### src/sv/bsdc_pkg.sv
// bsdc_pkg: constants, calendar tables and shared types for the Bikram Sambat
// date converter. No dependencies; used by bsdc_walk and the top level.
`default_nettype none

package bsdc_pkg;

    localparam int CYCLE_YEARS = 139;
    // 139 * 365 + 36 leap years of the pattern table
    localparam int CYCLE_DAYS  = 50771;
    localparam int BASE_YEAR   = 2060;
    localparam int MAX_SHIFT   = 1439;
    localparam int ZONE_RESET  = 195;

    localparam int DAY_W   = 21;
    localparam int ZONE_W  = 11;
    localparam int YEAR_W  = 14;     // internal signed year
    localparam int REM_W   = 23;     // signed day remainder
    localparam int PIDX_W  = 8;

    // reciprocal of 60 for the zone split, corrected afterwards
    localparam int DIV60_MUL   = 1093;
    localparam int DIV60_SHIFT = 16;

    localparam logic [3:0] PAT_B      = 4'd4;
    localparam logic [3:0] PAT_G      = 4'd5;
    localparam logic [3:0] MONTH_LAST = 4'd12;

    localparam logic [3:0] YEAR_PAT [CYCLE_YEARS] = '{
        4'd1, 4'd4, 4'd10, 4'd12, 4'd1, 4'd4, 4'd8, 4'd12, 4'd1, 4'd4, 4'd7, 4'd12,
        4'd2, 4'd4, 4'd6, 4'd12, 4'd3, 4'd5, 4'd6, 4'd12, 4'd3, 4'd5, 4'd12, 4'd12,
        4'd4, 4'd11, 4'd12,
        4'd1, 4'd4, 4'd10, 4'd12, 4'd1, 4'd4, 4'd8, 4'd12, 4'd1, 4'd4, 4'd7, 4'd12,
        4'd1, 4'd4, 4'd6, 4'd12, 4'd3, 4'd5, 4'd6, 4'd12, 4'd3, 4'd5, 4'd12, 4'd12,
        4'd4, 4'd11, 4'd12,
        4'd1, 4'd4, 4'd11, 4'd12, 4'd1, 4'd4, 4'd9, 4'd12, 4'd1, 4'd4, 4'd7, 4'd12,
        4'd1, 4'd4, 4'd7, 4'd12, 4'd2, 4'd5, 4'd6, 4'd12, 4'd3, 4'd5, 4'd12, 4'd12,
        4'd3, 4'd5, 4'd12,
        4'd0, 4'd4, 4'd11, 4'd12, 4'd1, 4'd4, 4'd9, 4'd12, 4'd1, 4'd4, 4'd7, 4'd12,
        4'd1, 4'd4, 4'd7, 4'd12, 4'd2, 4'd4, 4'd6, 4'd12, 4'd3, 4'd5, 4'd12, 4'd12,
        4'd3, 4'd5, 4'd12,
        4'd0, 4'd4, 4'd11, 4'd12, 4'd1, 4'd4, 4'd9, 4'd12, 4'd1, 4'd4, 4'd7, 4'd12,
        4'd1, 4'd4, 4'd7, 4'd12, 4'd2, 4'd4, 4'd6, 4'd12, 4'd3, 4'd5, 4'd6, 4'd12,
        4'd3, 4'd5, 4'd12,
        4'd0, 4'd4, 4'd11, 4'd12
    };

    // extra-day bit per month, leftmost is Baishak
    localparam logic [0:11] MONTH_BITS [13] = '{
        12'b101010101010,
        12'b101100101010,
        12'b110100101010,
        12'b110100110010,
        12'b110100110011,
        12'b110100110101,
        12'b100101101010,
        12'b100101011010,
        12'b100101011001,
        12'b100101010101,
        12'b010101010101,
        12'b010100110101,
        12'b101001101010
    };

    localparam logic [5:0] BASE_LEN [12] = '{
        6'd30, 6'd31, 6'd31, 6'd31, 6'd31, 6'd30,
        6'd29, 6'd29, 6'd29, 6'd29, 6'd29, 6'd30
    };

    typedef struct packed {
        logic [DAY_W-1:0]  day_offset;
        logic [4:0]        hour;
        logic [5:0]        minute;
        logic [5:0]        second;
        logic              with_time;
        logic [ZONE_W-1:0] zone;
    } walk_req_t;

    typedef struct packed {
        logic [12:0] year;
        logic [3:0]  month;
        logic [5:0]  day;
        logic [4:0]  hour;
        logic [5:0]  minute;
        logic [5:0]  second;
    } walk_res_t;

    typedef struct packed {
        logic start;
        logic ack;
    } walk_ctl_t;

    typedef struct packed {
        logic ready;
        logic done;
    } walk_stat_t;

    function automatic logic [8:0] year_days(input logic [PIDX_W-1:0] idx);
        logic [3:0] p;
        p = YEAR_PAT[idx];
        return (p == PAT_B || p == PAT_G) ? 9'd366 : 9'd365;
    endfunction

    function automatic logic [5:0] month_days(input logic [3:0] pat,
                                              input logic [3:0] mon_idx);
        return BASE_LEN[mon_idx] + {5'd0, MONTH_BITS[pat][mon_idx]};
    endfunction

endpackage

`default_nettype wire

### src/sv/bsdc_walk.sv
// bsdc_walk: sequencer around one shared adder; zone shift, cycle/year/month walk.
// Depends on bsdc_pkg.
`default_nettype none

module bsdc_walk (
    input  wire logic                clk,
    input  wire logic                rst_n,
    input  wire bsdc_pkg::walk_ctl_t ctl,
    input  wire bsdc_pkg::walk_req_t req,
    output bsdc_pkg::walk_stat_t     stat,
    output bsdc_pkg::walk_res_t      res
);

    localparam logic [2:0] W_IDLE  = 3'd0;
    localparam logic [2:0] W_DIV   = 3'd1;
    localparam logic [2:0] W_TIME  = 3'd2;
    localparam logic [2:0] W_CYC   = 3'd3;
    localparam logic [2:0] W_YEAR  = 3'd4;
    localparam logic [2:0] W_MONTH = 3'd5;
    localparam logic [2:0] W_DONE  = 3'd6;

    localparam int RW = bsdc_pkg::REM_W;
    localparam int YW = bsdc_pkg::YEAR_W;
    localparam int PW = bsdc_pkg::PIDX_W;
    localparam int ZW = bsdc_pkg::ZONE_W;

    localparam logic signed [RW-1:0] CYC_DAYS  = RW'(bsdc_pkg::CYCLE_DAYS);
    localparam logic signed [YW-1:0] CYC_YEARS = YW'(bsdc_pkg::CYCLE_YEARS);
    localparam logic [PW-1:0]        PIDX_LAST = PW'(bsdc_pkg::CYCLE_YEARS - 1);
    localparam logic [ZW-1:0]        ZONE_MAX  = ZW'(bsdc_pkg::MAX_SHIFT);

    logic [2:0]              state_reg, state_next;
    logic [ZW-1:0]           zone_reg, zone_next;
    logic [4:0]              q_reg, q_next;
    logic [bsdc_pkg::DAY_W-1:0] day_reg, day_next;
    logic [4:0]              hour_reg, hour_next;
    logic [5:0]              min_reg, min_next;
    logic [5:0]              sec_reg, sec_next;
    logic                    wt_reg, wt_next;
    logic                    back_reg, back_next;
    logic signed [RW-1:0]    rem_reg, rem_next;
    logic signed [YW-1:0]    year_reg, year_next;
    logic [PW-1:0]           pidx_reg, pidx_next;
    logic [3:0]              month_reg, month_next;
    logic [4:0]              lh_reg, lh_next;
    logic [5:0]              lm_reg, lm_next;

    // time shift
    logic [2*ZW-1:0]         prod;
    logic [ZW-1:0]           qx60;
    logic [ZW-1:0]           zrem;
    logic [4:0]              zh;
    logic [5:0]              zm;
    logic signed [7:0]       lm8;
    logic signed [7:0]       lh8;
    logic signed [7:0]       lm_fix;
    logic signed [7:0]       lh_fix;
    logic                    borrow_m;
    logic                    borrow_d;
    logic                    apply;
    logic signed [RW-1:0]    rem_init;

    // shared adder
    logic [PW-1:0]           pidx_inc, pidx_dec;
    logic [8:0]              ylen;
    logic [5:0]              mlen;
    logic signed [RW-1:0]    operand;
    logic signed [RW-1:0]    sum;

    assign prod = {{ZW{1'b0}}, zone_reg} * (2*ZW)'(bsdc_pkg::DIV60_MUL);

    always_comb
    begin
        qx60     = {{(ZW-5){1'b0}}, q_reg} * ZW'(60);
        zrem     = zone_reg - qx60;
        if (zrem >= ZW'(60))
        begin
            zh = q_reg + 5'd1;
            zm = 6'(zrem - ZW'(60));
        end
        else
        begin
            zh = q_reg;
            zm = 6'(zrem);
        end
        lm8      = $signed({2'b00, min_reg}) - $signed({2'b00, zm});
        borrow_m = lm8[7];
        lm_fix   = borrow_m ? lm8 + 8'sd60 : lm8;
        lh8      = $signed({3'b000, hour_reg}) - $signed({3'b000, zh})
                   - $signed({7'd0, borrow_m});
        lh_fix   = lh8[7] ? lh8 + 8'sd24 : lh8;
        apply    = wt_reg || (hour_reg != 5'd0) || (min_reg != 6'd0) || (sec_reg != 6'd0);
        borrow_d = apply && lh8[7];
        rem_init = $signed({{(RW-bsdc_pkg::DAY_W){day_reg[bsdc_pkg::DAY_W-1]}}, day_reg})
                   - $signed({{(RW-1){1'b0}}, borrow_d});
    end

    always_comb
    begin
        pidx_inc = (pidx_reg == PIDX_LAST) ? '0 : pidx_reg + PW'(1);
        pidx_dec = (pidx_reg == '0) ? PIDX_LAST : pidx_reg - PW'(1);
        ylen     = bsdc_pkg::year_days(back_reg ? pidx_dec : pidx_reg);
        mlen     = bsdc_pkg::month_days(bsdc_pkg::YEAR_PAT[pidx_reg], month_reg - 4'd1);
        case (state_reg)
            W_CYC:   operand = back_reg ? CYC_DAYS : -CYC_DAYS;
            W_YEAR:  operand = back_reg ? $signed({{(RW-9){1'b0}}, ylen})
                                        : -$signed({{(RW-9){1'b0}}, ylen});
            W_MONTH: operand = -$signed({{(RW-6){1'b0}}, mlen});
            default: operand = '0;
        endcase
        sum = rem_reg + operand;
    end

    always_comb
    begin
        state_next = state_reg;
        zone_next  = zone_reg;
        q_next     = q_reg;
        day_next   = day_reg;
        hour_next  = hour_reg;
        min_next   = min_reg;
        sec_next   = sec_reg;
        wt_next    = wt_reg;
        back_next  = back_reg;
        rem_next   = rem_reg;
        year_next  = year_reg;
        pidx_next  = pidx_reg;
        month_next = month_reg;
        lh_next    = lh_reg;
        lm_next    = lm_reg;
        case (state_reg)
            W_IDLE:
            begin
                if (ctl.start)
                begin
                    zone_next  = (req.zone > ZONE_MAX) ? ZONE_MAX : req.zone;
                    day_next   = req.day_offset;
                    hour_next  = req.hour;
                    min_next   = req.minute;
                    sec_next   = req.second;
                    wt_next    = req.with_time;
                    state_next = W_DIV;
                end
            end
            W_DIV:
            begin
                q_next     = prod[bsdc_pkg::DIV60_SHIFT +: 5];
                state_next = W_TIME;
            end
            W_TIME:
            begin
                lh_next    = apply ? lh_fix[4:0] : hour_reg;
                lm_next    = apply ? lm_fix[5:0] : min_reg;
                rem_next   = rem_init;
                back_next  = rem_init[RW-1];
                year_next  = YW'(bsdc_pkg::BASE_YEAR);
                pidx_next  = '0;    // (2060 + 25) mod 139
                state_next = W_CYC;
            end
            W_CYC:
            begin
                // skip whole 139-year cycles
                if (sum[RW-1] == back_reg)
                begin
                    rem_next  = sum;
                    year_next = back_reg ? year_reg - CYC_YEARS : year_reg + CYC_YEARS;
                end
                else
                begin
                    state_next = W_YEAR;
                end
            end
            W_YEAR:
            begin
                if (!back_reg && !sum[RW-1])
                begin
                    rem_next  = sum;
                    year_next = year_reg + YW'(1);
                    pidx_next = pidx_inc;
                end
                else if (back_reg && rem_reg[RW-1])
                begin
                    rem_next  = sum;
                    year_next = year_reg - YW'(1);
                    pidx_next = pidx_dec;
                end
                else
                begin
                    month_next = 4'd1;
                    state_next = W_MONTH;
                end
            end
            W_MONTH:
            begin
                if (!sum[RW-1] && month_reg != bsdc_pkg::MONTH_LAST)
                begin
                    rem_next   = sum;
                    month_next = month_reg + 4'd1;
                end
                else
                begin
                    state_next = W_DONE;
                end
            end
            W_DONE:
            begin
                if (ctl.ack)
                begin
                    state_next = W_IDLE;
                end
            end
            default:
            begin
                state_next = W_IDLE;
            end
        endcase
    end

    always_ff @(posedge clk or negedge rst_n)
    begin
        if (!rst_n)
        begin
            state_reg <= W_IDLE;
        end
        else
        begin
            state_reg <= state_next;
        end
    end

    always_ff @(posedge clk)
    begin
        zone_reg  <= zone_next;
        q_reg     <= q_next;
        day_reg   <= day_next;
        hour_reg  <= hour_next;
        min_reg   <= min_next;
        sec_reg   <= sec_next;
        wt_reg    <= wt_next;
        back_reg  <= back_next;
        rem_reg   <= rem_next;
        year_reg  <= year_next;
        pidx_reg  <= pidx_next;
        month_reg <= month_next;
        lh_reg    <= lh_next;
        lm_reg    <= lm_next;
    end

    assign stat.ready = (state_reg == W_IDLE);
    assign stat.done  = (state_reg == W_DONE);

    assign res.year   = year_reg[12:0];
    assign res.month  = month_reg;
    assign res.day    = rem_reg[5:0] + 6'd1;
    assign res.hour   = lh_reg;
    assign res.minute = lm_reg;
    assign res.second = sec_reg;

endmodule

`default_nettype wire

### src/sv/bikram_sambat_date_convert_unit.sv
// Top level of the Bikram Sambat date converter: stream ports, zone register,
// output register. Depends on bsdc_pkg and bsdc_walk.
//
//  channel   | dir | handshake                      | content
//  ----------+-----+--------------------------------+-------------------------------
//  s_axis    | in  | s_axis_tvalid / s_axis_tready  | day offset, time, with_time
//  m_axis    | out | m_axis_tvalid / m_axis_tready  | BS year/month/day, local time
//  cfg       | in  | cfg_wr_en (no wait)            | zone_shift_minutes
//
// One transaction in, one transaction out. A conversion steps through the
// quotient, the time shift, the skipped 139-year cycles (up to 20) and the last
// cycle test, the remaining years (up to 139) and the last year test, the months
// (up to 12) and done; the cycle, year and month steps all go through the
// single adder in bsdc_walk.
// s_axis_tready is high only while the walk unit is idle. A finished result
// sits in the walk unit until the output register is free, so a stalled
// m_axis holds back the next conversion but loses nothing.
// Reset: zone shift returns to 195 minutes (3 h 15 min), no result pending.
`default_nettype none

module bikram_sambat_date_convert_unit (
    input  wire logic        clk,
    input  wire logic        rst_n,
    input  wire logic        cfg_wr_en,
    input  wire logic [10:0] cfg_wr_data,   // zone_shift_minutes
    input  wire logic        s_axis_tvalid,
    output logic             s_axis_tready,
    // [20:0] day_offset, [25:21] hour_in, [31:26] minute_in, [37:32] second_in,
    // [39:38] zero
    input  wire logic [39:0] s_axis_tdata,
    input  wire logic        s_axis_tuser,  // with_time
    output logic             m_axis_tvalid,
    input  wire logic        m_axis_tready,
    // [12:0] bs_year, [16:13] bs_month, [22:17] bs_day, [27:23] local_hour,
    // [33:28] local_minute, [39:34] local_second
    output logic [39:0]      m_axis_tdata
);

    logic [bsdc_pkg::ZONE_W-1:0] zone_reg;
    logic                        out_valid_reg, out_valid_next;
    logic [39:0]                 out_data_reg;

    bsdc_pkg::walk_ctl_t  ctl;
    bsdc_pkg::walk_req_t  req;
    bsdc_pkg::walk_stat_t stat;
    bsdc_pkg::walk_res_t  res;
    logic                 load_out;

    // config register; only to be written while idle, which the block itself does not enforce
    always_ff @(posedge clk or negedge rst_n)
    begin
        if (!rst_n)
        begin
            zone_reg <= bsdc_pkg::ZONE_W'(bsdc_pkg::ZONE_RESET);
        end
        else if (cfg_wr_en)
        begin
            zone_reg <= cfg_wr_data;
        end
    end

    assign s_axis_tready = stat.ready;

    assign req.day_offset = s_axis_tdata[20:0];
    assign req.hour       = s_axis_tdata[25:21];
    assign req.minute     = s_axis_tdata[31:26];
    assign req.second     = s_axis_tdata[37:32];
    assign req.with_time  = s_axis_tuser;
    assign req.zone       = zone_reg;

    // result moves over when the output slot is empty or being drained
    assign load_out  = stat.done && (!out_valid_reg || m_axis_tready);
    assign ctl.start = s_axis_tvalid && s_axis_tready;
    assign ctl.ack   = load_out;

    bsdc_walk u_walk (
        .clk   (clk),
        .rst_n (rst_n),
        .ctl   (ctl),
        .req   (req),
        .stat  (stat),
        .res   (res)
    );

    always_comb
    begin
        out_valid_next = out_valid_reg;
        if (load_out)
        begin
            out_valid_next = 1'b1;
        end
        else if (m_axis_tready)
        begin
            out_valid_next = 1'b0;
        end
    end

    always_ff @(posedge clk or negedge rst_n)
    begin
        if (!rst_n)
        begin
            out_valid_reg <= 1'b0;
        end
        else
        begin
            out_valid_reg <= out_valid_next;
        end
    end

    always_ff @(posedge clk)
    begin
        if (load_out)
        begin
            out_data_reg <= {res.second, res.minute, res.hour, res.day, res.month, res.year};
        end
    end

    assign m_axis_tvalid = out_valid_reg;
    assign m_axis_tdata  = out_data_reg;

endmodule

`default_nettype wire

### config.mk
export PLATFORM = sky130hd
export DESIGN_NAME = bikram_sambat_date_convert_unit
export DESIGN_NICKNAME = d
export VERILOG_FILES = /design/src/sv/bsdc_pkg.sv /design/src/sv/bsdc_walk.sv /design/src/sv/bikram_sambat_date_convert_unit.sv
export SDC_FILE = /design/constraint.sdc
export NUM_CORES = 1
export LEC_CHECK = 0
export BUFFER_PORTS_ARGS = -buffer_cell sky130_fd_sc_hd__buf_2
export CAP_MARGIN = 15
export CORE_MARGIN = 5
export CORE_UTILIZATION = 60
export CTS_CLUSTER_SIZE = 8
export DETAILED_ROUTE_END_ITERATION = 6
export GPL_TIMING_DRIVEN = 0
export PLACE_DENSITY = 0.8
export REMOVE_ABC_BUFFERS = 1
export SKIP_LAST_GASP = 1
export SYNTH_ARGS = -nofsm -noshare
export SYNTH_HDL_FRONTEND = slang
export SYNTH_SLANG_ARGS = --single-unit
### constraint.sdc
create_clock -name clk -period 16.1 [get_ports clk]
set_clock_uncertainty 0.15 [all_clocks]
set_input_delay 0.805 -clock clk [delete_from_list [all_inputs] [get_ports clk]]
set_output_delay 0.805 -clock clk [all_outputs]
set_load 0.05 [all_outputs]
# Word level (Yosys, flattened, before mapping)
# Memory sizes are Yosys's and may differ from the RTL's.
# Cells that the tools add are included.
dict set report word_totals {
  register_bits 171
  rom_bits 2336
  input_bits 57
  output_inout_bits 42
  word_cells 156
  n_memories 4
}
# memory depth width read_ports rd_ports_with_merged_regs wr line
set memory_table {}
lappend memory_table {{(no name shown)} 256 4 1 0 0 bsdc_pkg.sv:99} ;# p = YEAR_PAT[idx];
lappend memory_table {{(no name shown)} 256 4 1 0 0 bsdc_walk.sv:103} ;# mlen = bsdc_pkg::month_days(bsdc_pkg::YEAR_PAT[pidx_reg], month_reg - 4'd1);
lappend memory_table {{(no name shown)} 16 12 1 0 0 bsdc_pkg.sv:105} ;# return BASE_LEN[mon_idx] + {5'd0, MONTH_BITS[pat][mon_idx]};
lappend memory_table {{(no name shown)} 16 6 1 0 0 bsdc_pkg.sv:105}
dict set report op_classes {
  addsub 22
  mul 2
  n_lt_le_gt_ge 6
  n_eq_ne 20
  n_mux 50
  n_bitwise 4
  n_reduce_logical 30
}
# operator count
set op_table {}
lappend op_table {{2-to-1 mux 23 bit} 6}
lappend op_table {{one-hot mux 23 bit (4 select lines)} 1}
lappend op_table {{one-hot mux 23 bit (3 select lines)} 1}
lappend op_table {{2-to-1 mux 14 bit} 4}
lappend op_table {{one-hot mux 14 bit (3 select lines)} 1}
lappend op_table {{2-to-1 mux 8 bit} 5}
lappend op_table {{2-to-1 mux 6 bit} 5}
lappend op_table {{2-to-1 mux 4 bit} 7}
lappend op_table {{2-to-1 mux 12 bit} 2}
lappend op_table {{adder 23 bit} 1}
lappend op_table {{negator 6 -> 23 bit} 1}
lappend op_table {{negator 9 -> 23 bit} 1}
lappend op_table {{subtractor 21 x 2 -> 22 bit} 1}
lappend op_table {{multiplier 11 x 11 -> 21 bit, second input constant} 1}
lappend op_table {{one-hot mux 3 bit (7 select lines)} 1}
lappend op_table {{>= comparator 9 bit, second input constant} 2}
lappend op_table {{2-to-1 mux 3 bit} 6}
lappend op_table {{inverter 8 -> 9 bit} 2}
lappend op_table {{one-hot mux 8 bit (2 select lines)} 1}
lappend op_table {{2-to-1 mux 5 bit} 3}
lappend op_table {{adder 14 x 2 -> 14 bit, second input constant} 1}
lappend op_table {{adder 14 x 9 -> 14 bit, second input constant} 1}
lappend op_table {{subtractor 14 x 2 -> 14 bit, second input constant} 1}
lappend op_table {{subtractor 14 x 9 -> 14 bit, second input constant} 1}
lappend op_table {{47 further kinds} 78}

# Depth between registers and ports, before layout
# Gate-level depths: netlist (run 1).
dict set report depth {
  word_depth 19
  ltp_mapped 49
  ltp_nobuf 46
}

# Hierarchy
# Synthesis (run 1) repeated with hierarchy kept, for this count alone.
dict set report unflattened {
  hier_cells 1322
  area_unflattened_um2 13351.6
}
# module instances cells_per_inst area_per_inst_um2
set modules_own_cells {}
lappend modules_own_cells {bsdc_walk 1 1254 11647.4}
lappend modules_own_cells {bikram_sambat_date_convert_unit 1 68 1704.1}

# Worst setup path after synthesis (run 1)
# Ideal clock, no wire load.
dict set report synth_timing {
  path_kind {reg2reg}
  start {register u_walk.pidx_reg[1]}
  end {register u_walk.year_reg[12] (data pin)}
  setup_time_ps 259
  arrival_ps 8971
  slack_ps 6720
  stages_incl_launch_ff 50
  synth_period_minus_slack_ps 9380
  path_cell_list {edfxtp_1 buf_2 inv_1 ha_1 inv_1 ha_1 nor2_1 a221oi_1 o32ai_1 a211oi_1 or2_1 buf_2 inv_2 ha_1 and4_1 a21oi_1 a22o_1 mux2i_1 [14 not listed] a221oi_1 or4_1 a31oi_1 xor2_1 xnor2_1 ha_1 clkbuf_1 a21oi_1 ha_1 a21o_1 a21oi_1 o21bai_1 a21oi_1 o21bai_1 a211o_1 a2111oi_0 or4_1 nand2_1}
}
dict set report synth_via {
  elab_chain_len 19
}
# item line
set synth_rtl {}
lappend synth_rtl {{start, declared} bsdc_walk.sv:43} ;# logic [PW-1:0] pidx_reg, pidx_next;
lappend synth_rtl {{start signal, assigned} bsdc_walk.sv:243} ;# pidx_reg <= pidx_next;
lappend synth_rtl {{inverter 8 -> 9 bit (implied by the code)} bsdc_walk.sv:103}
lappend synth_rtl {{memory read (256 x 4 bit)} --}
lappend synth_rtl {{2-to-1 mux 4 bit (implied by the code) (2 in a row)} bsdc_walk.sv:103}
lappend synth_rtl {{inverter 4 -> 5 bit (implied by the code)} bsdc_pkg.sv:105}
lappend synth_rtl {{memory read (16 x 12 bit)} --}
lappend synth_rtl {{2-to-1 mux 12 bit (implied by the code) (2 in a row)} bsdc_pkg.sv:105}
lappend synth_rtl {{binary-select mux 1 bit (select 4 bit)} bsdc_pkg.sv:105}
lappend synth_rtl {{2-to-1 mux 1 bit (implied by the code) (2 in a row)} bsdc_pkg.sv:105}
lappend synth_rtl {{adder 6 x 1 -> 6 bit} bsdc_pkg.sv:105}
lappend synth_rtl {{negator 6 -> 23 bit} bsdc_walk.sv:108} ;# W_MONTH: operand = -$signed({{(RW-6){1'b0}}, mlen});
lappend synth_rtl {{one-hot mux 23 bit (3 select lines) *} bsdc_walk.sv:104} ;# case (state_reg)
lappend synth_rtl {{adder 23 bit *} bsdc_walk.sv:111} ;# sum = rem_reg + operand;
lappend synth_rtl {{zero test 1 bit *} bsdc_walk.sv:175} ;# if (!back_reg && !sum[RW-1])
lappend synth_rtl {{logical AND 1 bit *} bsdc_walk.sv:175}
lappend synth_rtl {{2-to-1 mux 14 bit *} bsdc_walk.sv:175}
lappend synth_rtl {{one-hot mux 14 bit (3 select lines) *} bsdc_walk.sv:131} ;# case (state_reg)
lappend synth_rtl {{end signal, assigned} bsdc_walk.sv:242} ;# year_reg <= year_next;
lappend synth_rtl {{end, declared} bsdc_walk.sv:42} ;# logic signed [YW-1:0] year_reg, year_next;
# Mark *: on every way between the ends. The rest lies on a longest branch, timed or not. The select of a mux whose other input is x is not followed.
# A chain may end at the register's enable or synchronous reset.

# Final worst setup path (run 1)
dict set report layout_timing {
  start {register u_walk.pidx_reg[0]}
  end {register u_walk.year_reg[12] (data pin)}
}
# Same word-level chain as after synthesis.

==> PnR_summary.wiki, run 1 <==
{| class="wikitable"
! Metric !! Value
|-
| Run status || finished clean
|-
| Number of levels the H-tree was split into || 4
|-
| Met3 track demand over resource || 4.53%
|-
| Pre-CTS WS || roughly 4.4 ns
|-
| Iteration-0 DRC Markers || 1025
|-
| Final hold violations || 0
|-
| Total Die Area || roughly 0.025 mm^2
|-
| Critical-path top delay cell || sky130_fd_sc_hd__edfxtp_1
|-
| Clk Tree Root Cell || sky130_fd_sc_hd__clkbuf_16
|-
| Leftover overflow at the end of global routing || 0
|-
| Post-cts resize count || 0
|-
| Worst EP required || 16.14 ns
|-
| Post-layout min period || 11.98 ns
|-
| Final antenna-violating net count || 0
|-
| Synth-to-Final Area Change || 9.94%
|-
| Cell Area, Synth || 0.0134 mm^2
|-
| Kind of start point of the critical path || register
|-
| Endpoint kind of the worst setup timing path || register
|-
| Initial core utilization || between 60% and 70%
|-
| Post-synth cell types || 85
|-
| Clock network latency to the later pin of the worst-skew pair || 0.44 ns
|-
| Via count || a little over 10000
|-
| Diodes inserted || 0
|-
| Wire length of the first global-routing pass || approximately 50000 um
|-
| Number of antenna violations at the first check in global routing || 0
|-
| Maximum clock frequency || 83.5 MHz
|-
| Cell family with most CP delay || compound AO/OA/AOI/OAI gates
|-
| Final WL || approximately 30000 um
|-
| Critical Path AT || 12.01 ns
|-
| Die Y-Extent || ~160 um
|-
| Avg Cell Area, Syn || 10.0 um^2
|-
| Path class of the lowest-slack min-delay path || primary input to async pin
|-
| Post-synth ARST share || between 8 and 9%
|-
| Flop and latch count out of synthesis || between 150 and 200
|-
| CTS max path bufs || 2
|-
| CP Buf/Inv Count || 4
|-
| Sequential area share after synthesis || 37.7%
|-
| Number of sinks driven by the clock tree || 170
|-
| Transition time at the pin with the least slew margin || 1.17 ns
|-
| Setup repair after global routing missed its margin || no
|-
| Total routing usage reported by global routing || a little under a quarter
|-
| Via count of the first global-routing pass || roughly 10000
|-
| Wire length per cell || between 15 and 20 um
|-
| Hold Slack || between 0.1 and 0.15 ns
|-
| Critical path start-end classification || register to register
|-
| Max-cap check violation count || 0
|-
| Yosys warning total || 0
|-
| Cell seen most often among critical-path stages || sky130_fd_sc_hd__ha_1
|-
| Number of setup violations in the final report || 0
|-
| Top-Level Pins || 99
|-
| TritonCTS clock tree || yes
|-
| Core area || about 0.022 mm^2
|-
| Top_reg_cell synth || sky130_fd_sc_hd__edfxtp_1
|-
| Die Span X || between 150 and 200 um
|-
| TritonCTS buffer count || 17
|-
| Largest register FFs || 40
|-
| Busiest layer in global routing || met2
|-
| Total of hold buffers inserted after clock tree synthesis || 0
|-
| DRC violation count after routing || 0
|-
| Delay of the slowest cell on the worst path || 1.02 ns
|-
| Worst relative slew slack || 22.1%
|-
| Post-route worst setup slack || 4.12 ns
|-
| Met2 track demand over resource in global routing || about two fifths
|-
| Placer congestion estimate || about 0.92
|-
| Total iterations of the first detailed-routing run || 5
|-
| Maximum number of pins on one net before global-route repair || 38
|-
| Number of fill cells || 1709
|-
| Post-synth EDFFs || 155
|-
| Post-route clock period utilization || 74.4%
|-
| FP Rows || 54
|-
| Postcts setup bufs || 0
|-
| Total negative setup slack || 0 ns
|-
| Final #Nets || 1646
|-
| Total half-perimeter wirelength after legalization and detailed placement || 22400 um
|-
| Maximum fanout along the worst path || 27
|-
| Clock-pin slew on the worst setup and hold paths || 0.07 ns
|-
| Fraction of layout cells with a size suffix above 1 || about 13%
|-
| Mapped Cells || 1333
|-
| Fraction of met1 tracks used by global routing || between 30% and 40%
|-
| Count of input and output buffers || 96
|-
| Vias/cell || 6.10
|-
| Final Max Slew Viols || 0
|}
==> per-stage QoR <==
step	area (um^2)	std cells	util [%]
after floorplan	13100	1283	-
after global placement	13900	1659	63.6
after detailed placement	14100	1666	64.3
after CTS	14700	1698	67.0
after global routing	14700	1699	67.1
final	14700	1699	67.1
==> layout make-up <==
cell class	instances	area [um^2]	share of cell area, %
clock inverters	15	174	1.18
flip-flops and latches	170	5030	34.3
repair buffers	104	621	4.23
inverters	101	379	2.58
well taps	280	350	2.39
multi-input cells	1012	7690	52.4
clock buffers	17	425	2.90
==> worst reg2reg max path: cells and delay by family (launching register included) <==
| family | cells | cell delay (ns) |
|---|---|---|
| AOI/OAI and AO/OA | 20 | 5.35 |
| xor gates and xnor gates | 2 | 0.45 |
| buffers and inverters | 4 | 0.40 |
| muxes | 2 | 0.31 |
| adders and majority gates | 10 | 3.22 |
| and+or+nand+nor | 5 | 0.84 |
| DFF | 1 | 1.02 |
==> metal layers <==
| layer | wire [um] | vias up |
|---|---|---|
| met1 | 12700 | 4858 |
| li1 | - | 5038 |
| met3 | 2250 | 50 |
| met2 | 14600 | 414 |
| met5 | 0 | - |
| met4 | 511 | 0 |
==> kinds of logic after synthesis <==
logic type | after synthesis | share of synthesized area (%)
AND/OR/NAND/NOR | 380 | 14.1
AO/OA/AOI/OAI | 318 | 16.1
adder cells (fa/ha/maj) | 183 | 18.2
flip-flops | 170 | 37.7
buffers and inverters | 151 | 4.82
XOR/XNOR | 100 | 6.56
multiplexers | 31 | 2.56
==> Yosys cell counts (12+ instances only) <==
| master | number | area, um^2 |
|---|---|---|
| sky130_fd_sc_hd__ha_1 | 165 | 2060 |
| sky130_fd_sc_hd__edfxtp_1 | 155 | 4650 |
| sky130_fd_sc_hd__nor2_1 | 107 | 402 |
| sky130_fd_sc_hd__inv_1 | 95 | 357 |
| sky130_fd_sc_hd__nand2_1 | 84 | 315 |
| sky130_fd_sc_hd__a21oi_1 | 78 | 390 |
| sky130_fd_sc_hd__xnor2_1 | 65 | 569 |
| sky130_fd_sc_hd__o21ai_0 | 58 | 290 |
| sky130_fd_sc_hd__xor2_1 | 35 | 307 |
| sky130_fd_sc_hd__nor3_1 | 32 | 160 |
| sky130_fd_sc_hd__nand3_1 | 30 | 150 |
| sky130_fd_sc_hd__nand2b_1 | 29 | 181 |
| sky130_fd_sc_hd__clkbuf_1 | 26 | 97.6 |
| sky130_fd_sc_hd__a21o_1 | 22 | 165 |
| sky130_fd_sc_hd__fa_1 | 18 | 360 |
| sky130_fd_sc_hd__nor2b_1 | 16 | 100 |
| sky130_fd_sc_hd__mux2_2 | 15 | 169 |
| sky130_fd_sc_hd__mux2i_1 | 15 | 150 |
| sky130_fd_sc_hd__a211oi_1 | 14 | 105 |
| sky130_fd_sc_hd__a31oi_1 | 14 | 87.6 |
| sky130_fd_sc_hd__and2_1 | 13 | 81.3 |
| sky130_fd_sc_hd__buf_2 | 13 | 65.1 |
| sky130_fd_sc_hd__o21bai_1 | 12 | 90.1 |
==> cells in the final DEF (no fill, tap or decap), types with 6 or more instances in the layout <==
| master | instances |
|---|---|
| sky130_fd_sc_hd__mux2_2 | 15 |
| sky130_fd_sc_hd__ha_1 | 165 |
| sky130_fd_sc_hd__fa_1 | 18 |
| sky130_fd_sc_hd__nor4_1 | 9 |
| sky130_fd_sc_hd__a221oi_1 | 7 |
| sky130_fd_sc_hd__mux2i_1 | 15 |
| sky130_fd_sc_hd__a211o_1 | 6 |
| sky130_fd_sc_hd__dfrtp_1 | 11 |
| sky130_fd_sc_hd__xnor2_1 | 65 |
| sky130_fd_sc_hd__o21a_1 | 11 |
| sky130_fd_sc_hd__inv_1 | 95 |
| sky130_fd_sc_hd__inv_8 | 6 |
| sky130_fd_sc_hd__a311oi_1 | 7 |
| sky130_fd_sc_hd__and2_1 | 12 |
| sky130_fd_sc_hd__nor2b_1 | 15 |
| sky130_fd_sc_hd__nand2_1 | 84 |
| sky130_fd_sc_hd__o21ai_1 | 6 |
| sky130_fd_sc_hd__a211oi_1 | 14 |
| sky130_fd_sc_hd__o21bai_1 | 12 |
| sky130_fd_sc_hd__nor3_1 | 32 |
| sky130_fd_sc_hd__a21oi_1 | 78 |
| sky130_fd_sc_hd__o211ai_1 | 9 |
| sky130_fd_sc_hd__nand3_1 | 30 |
| sky130_fd_sc_hd__or3_1 | 7 |
| sky130_fd_sc_hd__nand3b_1 | 7 |
| sky130_fd_sc_hd__or2_2 | 9 |
| sky130_fd_sc_hd__a31oi_1 | 14 |
| sky130_fd_sc_hd__clkbuf_16 | 17 |
| sky130_fd_sc_hd__o22ai_1 | 11 |
| sky130_fd_sc_hd__and3_1 | 8 |
| sky130_fd_sc_hd__a21o_1 | 22 |
| sky130_fd_sc_hd__o21ai_0 | 57 |
| sky130_fd_sc_hd__buf_2 | 96 |
| sky130_fd_sc_hd__nor2_1 | 107 |
| sky130_fd_sc_hd__xor2_1 | 35 |
| sky130_fd_sc_hd__o32ai_1 | 7 |
| sky130_fd_sc_hd__edfxtp_1 | 155 |
| sky130_fd_sc_hd__nand2b_1 | 29 |
==> final timing paths <==
| kind | from | endpoint | cells after the start | slack, ns |
|---|---|---|---|---|
| max | u_walk.pidx_reg[0] | u_walk.year_reg[12] | 43 | 4.12 |
| min | rst_n | zone_reg[4] | 1 | 0.13 |
| max reg2reg | u_walk.pidx_reg[0] | u_walk.year_reg[12] | 43 | 4.12 |
| min reg2reg | u_walk.lm_reg[5] | m_axis_tdata[33] | 0 | 0.27 |
| max in group asynchronous | rst_n | zone_reg[0] | 1 | 15.35 |
| min in group clk | u_walk.lm_reg[5] | m_axis_tdata[33] | 0 | 0.27 |
Power of run 1 is not shown: default switching activity piles up to over one toggle a cycle in this logic, so the estimate is an artifact.
==> inputs of run 2 (changes only) <==
clock period = 11.2 ns   (was 16.1 ns; I/O delays follow)
==> run 2 against run 1 <==
- first-iteration DRC count increased by 12%
- count of clock-buffer cells in the layout unchanged
- wire length up 1.3%
- global-route usage about the same
- worst setup slack got worse by 3.3 ns
- flip-flop and latch count did not move
- maximum frequency up 15%
- non-clock buffer count up 17
- hold slack better by 0.0074 ns
- utilization is 0.94 points higher
- via count grew 1.4%
- register-to-register slack got worse by 3.3 ns
- critical endpoint unchanged
==> PnR_summary.wiki, run 2 (synthesis gave the netlist of run 1 again) <==
{| class="wikitable"
! Metric !! Value
|-
| Number of sinks driven by the clock tree || 170 (unchanged)
|-
| Via count || 10500 (+1.4%)
|-
| Final antenna-violating net count || 0 (unchanged)
|-
| Total half-perimeter wirelength after legalization and detailed placement || 22400 um (unchanged)
|-
| Final Max Slew Viols || 0 (unchanged)
|-
| Number of levels the H-tree was split into || 4 (unchanged)
|-
| Post-route clock period utilization || 92.6% (+18 points)
|-
| CTS max path bufs || 2 (unchanged)
|-
| Diodes inserted || 0 (unchanged)
|-
| Maximum clock frequency || 96.4 MHz (+15%)
|-
| Path class of the lowest-slack min-delay path || primary input to register
|-
| Maximum fanout along the worst path || 37 (+37%)
|-
| Critical path start-end classification || register to register
|-
| Fraction of layout cells with a size suffix above 1 || 14.9% (+1.4 points)
|-
| Endpoint kind of the worst setup timing path || register
|-
| Kind of start point of the critical path || register
|-
| Placer congestion estimate || 0.919 (unchanged)
|-
| Number of antenna violations at the first check in global routing || 0 (unchanged)
|-
| FP Rows || 54 (unchanged)
|-
| Delay of the slowest cell on the worst path || 0.85 ns (-0.17 ns)
|-
| Vias/cell || 6.12 (+0.39%)
|-
| Clock network latency to the later pin of the worst-skew pair || 0.44 ns (about the same)
|-
| Count of input and output buffers || 96 (unchanged)
|-
| Wire length of the first global-routing pass || 50200 um (about the same)
|-
| Leftover overflow at the end of global routing || 0 (unchanged)
|-
| Synth-to-Final Area Change || 11.5%
|-
| Most frequent standard cell in the layout excluding fill and tap cells || sky130_fd_sc_hd__ha_1
|-
| FF-to-FF setup slack || 0.82 ns (-3.30 ns)
|-
| Maximum number of pins on one net before global-route repair || 38 (unchanged)
|-
| Transition time at the pin with the least slew margin || 1.16 ns (-0.00528 ns)
|-
| Top-Level Pins || 99 (unchanged)
|-
| Wire length per cell || 17.8 um (+0.26%)
|-
| Cell seen most often among critical-path stages || sky130_fd_sc_hd__a21oi_1
|-
| Critical Path AT || 10.42 ns (-1.59 ns)
|-
| Worst EP required || 11.24 ns (-4.90 ns)
|-
| Final #Nets || 1663 (+1.0%)
|-
| Post-route cell area || 0.0149 mm^2 (+1.4%)
|-
| TritonCTS clock tree || yes
|-
| Largest register FFs || 40 (unchanged)
|-
| Worst relative slew slack || 22.4% (+0.35 points)
|-
| Die Span X || 159 um (unchanged)
|-
| Die Y-Extent || 159 um (unchanged)
|-
| Total routing usage reported by global routing || 23.6% (+0.036 points)
|-
| Iteration-0 DRC Markers || 1146 (+12%)
|-
| Final WL || 30500 um (+1.3%)
|-
| Most frequent cells in the layout || 164 x sky130_fd_sc_hd__ha_1, 155 x sky130_fd_sc_hd__edfxtp_1, 107 x sky130_fd_sc_hd__nor2_1
|-
| Number of fill cells || 1694 (-0.88%)
|-
| Via count of the first global-routing pass || 10400 (-0.077%)
|-
| Area after detailed placement || 0.0141 mm^2 (unchanged)
|-
| Total iterations of the first detailed-routing run || 7 (+2)
|-
| Final hold violations || 0 (unchanged)
|-
| Max-cap check violation count || 0 (unchanged)
|-
| Clk Tree Root Cell || sky130_fd_sc_hd__clkbuf_16
|-
| TritonCTS buffer count || 17 (unchanged)
|-
| Number of setup violations in the final report || 0 (unchanged)
|-
| Post-layout min period || 10.38 ns (-1.60 ns)
|-
| Core area || 0.0219 mm^2 (unchanged)
|-
| Total Die Area || 0.0253 mm^2 (unchanged)
|-
| Critical-path top delay cell || sky130_fd_sc_hd__edfxtp_1
|-
| Initial core utilization || 61.0% (unchanged)
|-
| Clock-pin slew on the worst setup and hold paths || 0.07 ns (about the same)
|-
| DRC violation count after routing || 0 (unchanged)
|-
| Run status || finished clean
|}
## run 2: path summary, 6_finish.rpt
path	from	cells past startpoint	end
max reg2reg	u_walk.pidx_reg[4]	32	u_walk.year_reg[12]
max	u_walk.pidx_reg[4]	32	u_walk.year_reg[12]
max in group asynchronous	rst_n	2	zone_reg[0]
min	s_axis_tdata[27]	1	u_walk.min_reg[1]
min reg2reg	u_walk.lm_reg[5]	0	m_axis_tdata[33]
min in group asynchronous	rst_n	2	zone_reg[4]
## run 2: worst max-delay path, delay by kind of cell, from the launching register on
| kind | cells | cell delay, ns |
|---|---|---|
| AOI/OAI and AO/OA | 16 | 4.02 |
| and+or+nand+nor | 8 | 2.51 |
| DFF | 1 | 0.85 |
| buffers and inverters | 1 | 0.28 |
| adders and majority gates | 4 | 1.55 |
| muxes | 1 | 0.20 |
| xor gates and xnor gates | 2 | 0.53 |
## run 2: area by class of cell
cell class                 instances  area (um^2)  share of cell area, %
sequential                       170         5030                   33.8
timing repair buffer             121          754                   5.07
clock inverter                    15          174                   1.17
tap                              280          350                   2.35
inverter                         101          383                   2.57
clock buffer                      17          425                   2.86
multi-input combinational       1012         7760                   52.2
## run 2: per-stage QoR
step | hold WS, ns | util (%) | setup TNS [ns] | std cells | worst slack, ns
6_report | 0.138 | 68.0 | 0 | 1716 | 0.824
5_1_grt | 0.121 | 68.0 | -0.0242 | 1716 | -0.0242
4_1_cts | 0.129 | 67.2 | 0 | 1700 | 0.0501
3_5_place_dp | 0.255 | 64.3 | -0.616 | 1666 | -0.539
3_3_place_gp | 0.253 | 63.6 | -17.27 | 1659 | -0.706
2_1_floorplan | 0.114 | - | 0 | 1283 | 1.45
## run 2: what timing repair did
| action | 4_1_cts | 5_1_grt |
|---|---|---|
| hold buffers | 1 | 0 |
| buffers inserted | 1 | 15 |
| pin swaps | 0 | 1 |
| hold endpoints to repair | 11 | 0 |
| gates resized for setup | 3 | 9 |
| endpoints found under the setup margin | 2 | 6 |
| cloned | 0 | 0 |
## run 2: metal layers
metal  global-route usage [%]  up-vias  part of all wire, %
met5                        0        -                    0
met2                     39.4      479                   48
li1                         -     5065                    -
met3                     4.53       65                  7.3
met1                     31.5     4895                   42
met4                     6.55        0                  2.0
Power of run 2 is left out for the same reason.
==> inputs of run 3 (changes only) <==
CORE_UTILIZATION = 62   (was 60)
PLACE_DENSITY = 0.82   (was 0.8)
SKIP_CTS_REPAIR_TIMING = 1   (was default)
==> run 3 against run 2 <==
- utilization rose by 2.6 points
- non-clock buffer count up 1
- critical path depth is 14 higher
- cell count down 0.23%
- flip-flop and latch count stayed put
- maximum frequency decreased by 2.7%
- hold slack lost 0.00055 ns
- cell area is essentially flat
- critical endpoint unchanged
- first-iteration DRC count is 21% lower
- count of clock-buffer cells in the layout unchanged
- die area shrank 3.0%
==> PnR_summary.wiki, run 3 (synthesis gave the netlist of run 1 again) <==
{| class="wikitable"
! Metric !! Value
|-
| Cell total after placement || 1662 (-0.24%)
|-
| Worst EP required || 11.25 ns (about the same)
|-
| Pre-CTS WS || -0.569 ns (-0.0308 ns)
|-
| Initial core utilization || 63.3% (+2.3 points)
|-
| Post-layout min period || 10.66 ns (+0.284 ns)
|-
| Synth-to-Final Area Change || 11.5% (about the same)
|-
| TritonCTS buffer count || 17 (unchanged)
|-
| Critical path start-end classification || register to register
|-
| Wire length of the first global-routing pass || 48400 um (-3.6%)
|-
| Delay of the slowest cell on the worst path || 0.53 ns (-0.32 ns)
|-
| Total iterations of the first detailed-routing run || 6 (-1)
|-
| Final antenna-violating net count || 0 (unchanged)
|-
| Fraction of layout cells with a size suffix above 1 || 14.9% (about the same)
|-
| Final WL || 30100 um (-1.3%)
|-
| Most frequent standard cell in the layout excluding fill and tap cells || sky130_fd_sc_hd__ha_1
|-
| CTS max path bufs || 2 (unchanged)
|-
| Vias/cell || 6.14 (+0.26%)
|-
| Via count of the first global-routing pass || 10200 (-1.7%)
|-
| Kind of start point of the critical path || register
|-
| Post-route non-filler standard cell count || 1712 (-0.23%)
|-
| Endpoint kind of the worst setup timing path || register
|-
| Maximum fanout along the worst path || 10 (-73%)
|-
| Final Max Slew Viols || 0 (unchanged)
|-
| Final hold violations || 0 (unchanged)
|-
| TritonCTS clock tree || yes
|-
| Final core utilization || 70.6% (+2.6 points)
|-
| Largest register FFs || 40 (unchanged)
|-
| Number of sinks driven by the clock tree || 170 (unchanged)
|-
| Max-cap check violation count || 0 (unchanged)
|-
| Leftover overflow at the end of global routing || 0 (unchanged)
|-
| Via count || 10500 (+0.029%)
|-
| FP Rows || 53 (-1.9%)
|-
| Path class of the lowest-slack min-delay path || primary input to register
|-
| Clk Tree Root Cell || sky130_fd_sc_hd__clkbuf_16
|-
| Wire length per cell || 17.6 um (-1.0%)
|-
| Critical Path AT || 10.71 ns (+0.29 ns)
|-
| Total routing usage reported by global routing || 24.2% (+0.62 points)
|-
| Core area || 0.0211 mm^2 (-3.7%)
|-
| Transition time at the pin with the least slew margin || 1.16 ns (-0.00612 ns)
|-
| Clock-pin slew on the worst setup and hold paths || 0.08 ns (about the same)
|-
| Cell seen most often among critical-path stages || sky130_fd_sc_hd__ha_1
|-
| Maximum clock frequency || 93.8 MHz (-2.7%)
|-
| Post-route clock period utilization || 95.2% (+2.5 points)
|-
| Number of antenna violations at the first check in global routing || 0 (unchanged)
|-
| Most frequent cells in the layout || 164 x sky130_fd_sc_hd__ha_1, 155 x sky130_fd_sc_hd__edfxtp_1, 107 x sky130_fd_sc_hd__nor2_1
|-
| Critical-path top delay cell || sky130_fd_sc_hd__edfxtp_1
|-
| Final #Nets || 1664 (+0.060%)
|-
| DRC violation count after routing || 0 (unchanged)
|-
| Post-route worst setup slack || 0.540 ns (-0.284 ns)
|-
| Worst relative slew slack || 22.8% (+0.41 points)
|-
| Placer congestion estimate || 0.931 (+1.3%)
|-
| Top-Level Pins || 99 (unchanged)
|-
| Die Span X || 157 um (-1.5%)
|-
| Clock network latency to the later pin of the worst-skew pair || 0.44 ns (about the same)
|-
| CP Buf/Inv Count || 6 (+5)
|-
| Iteration-0 DRC Markers || 906 (-21%)
|-
| Cell family with most CP delay || compound AO/OA/AOI/OAI gates
|-
| Hold Slack || 0.138 ns (-0.000553 ns)
|-
| Count of input and output buffers || 96 (unchanged)
|-
| Die Y-Extent || 157 um (-1.5%)
|-
| Number of levels the H-tree was split into || 4 (unchanged)
|-
| Total half-perimeter wirelength after legalization and detailed placement || 22300 um (-0.19%)
|-
| Number of setup violations in the final report || 0 (unchanged)
|-
| Maximum number of pins on one net before global-route repair || 38 (unchanged)
|-
| Diodes inserted || 0 (unchanged)
|-
| Total Die Area || 0.0246 mm^2 (-3.0%)
|-
| Run status || finished clean
|}
-- run 3: cell types whose count changed in the layout (fill, tap and decap cells not counted), sizes merged --
cell      before  now
inv          104  105
clkinv         9   10
clkinvlp       3    1
buf          120  121
-- run 3: area by class of cell --
type	instances	area, um^2
Tap cell	275	344
Fill cell	1514	6200
Sequential cell	170	5030
Timing Repair Buffer	122	764
Clock buffer	17	425
Clock inverter	15	186
Inverter	101	383
Multi-Input combinational cell	1012	7740
-- run 3: worst paths after layout --
kind	cells past startpoint	to	slack (ns)	from
setup / recovery	46	u_walk.year_reg[12]	0.54	u_walk.pidx_reg[1]
hold / removal	1	u_walk.sec_reg[2]	0.14	s_axis_tdata[34]
setup reg to reg	46	u_walk.year_reg[12]	0.54	u_walk.pidx_reg[1]
hold reg to reg	0	m_axis_tdata[32]	0.27	u_walk.lm_reg[4]
max in group asynchronous	2	zone_reg[6]	10.15	rst_n
min in group asynchronous	2	zone_reg[2]	0.43	rst_n
-- run 3: layer usage --
metal | track usage (%) | vias up | wire [um]
met5 | 0 | - | 0
met3 | 4.78 | 71 | 2440
met1 | 32.1 | 4927 | 12600
met4 | 7.85 | 0 | 744
met2 | 40.1 | 457 | 14300
li1 | - | 5052 | -
-- run 3: metrics by stage --
stage                     area [um^2]  TNS, ns
after floorplan                 13100        0
after global placement          13900   -16.02
after detailed placement        14100   -0.805
after global routing            14900  -0.0113
after CTS                       14700    -1.12
final                           14900        0
Power of run 3 is left out for the same reason.
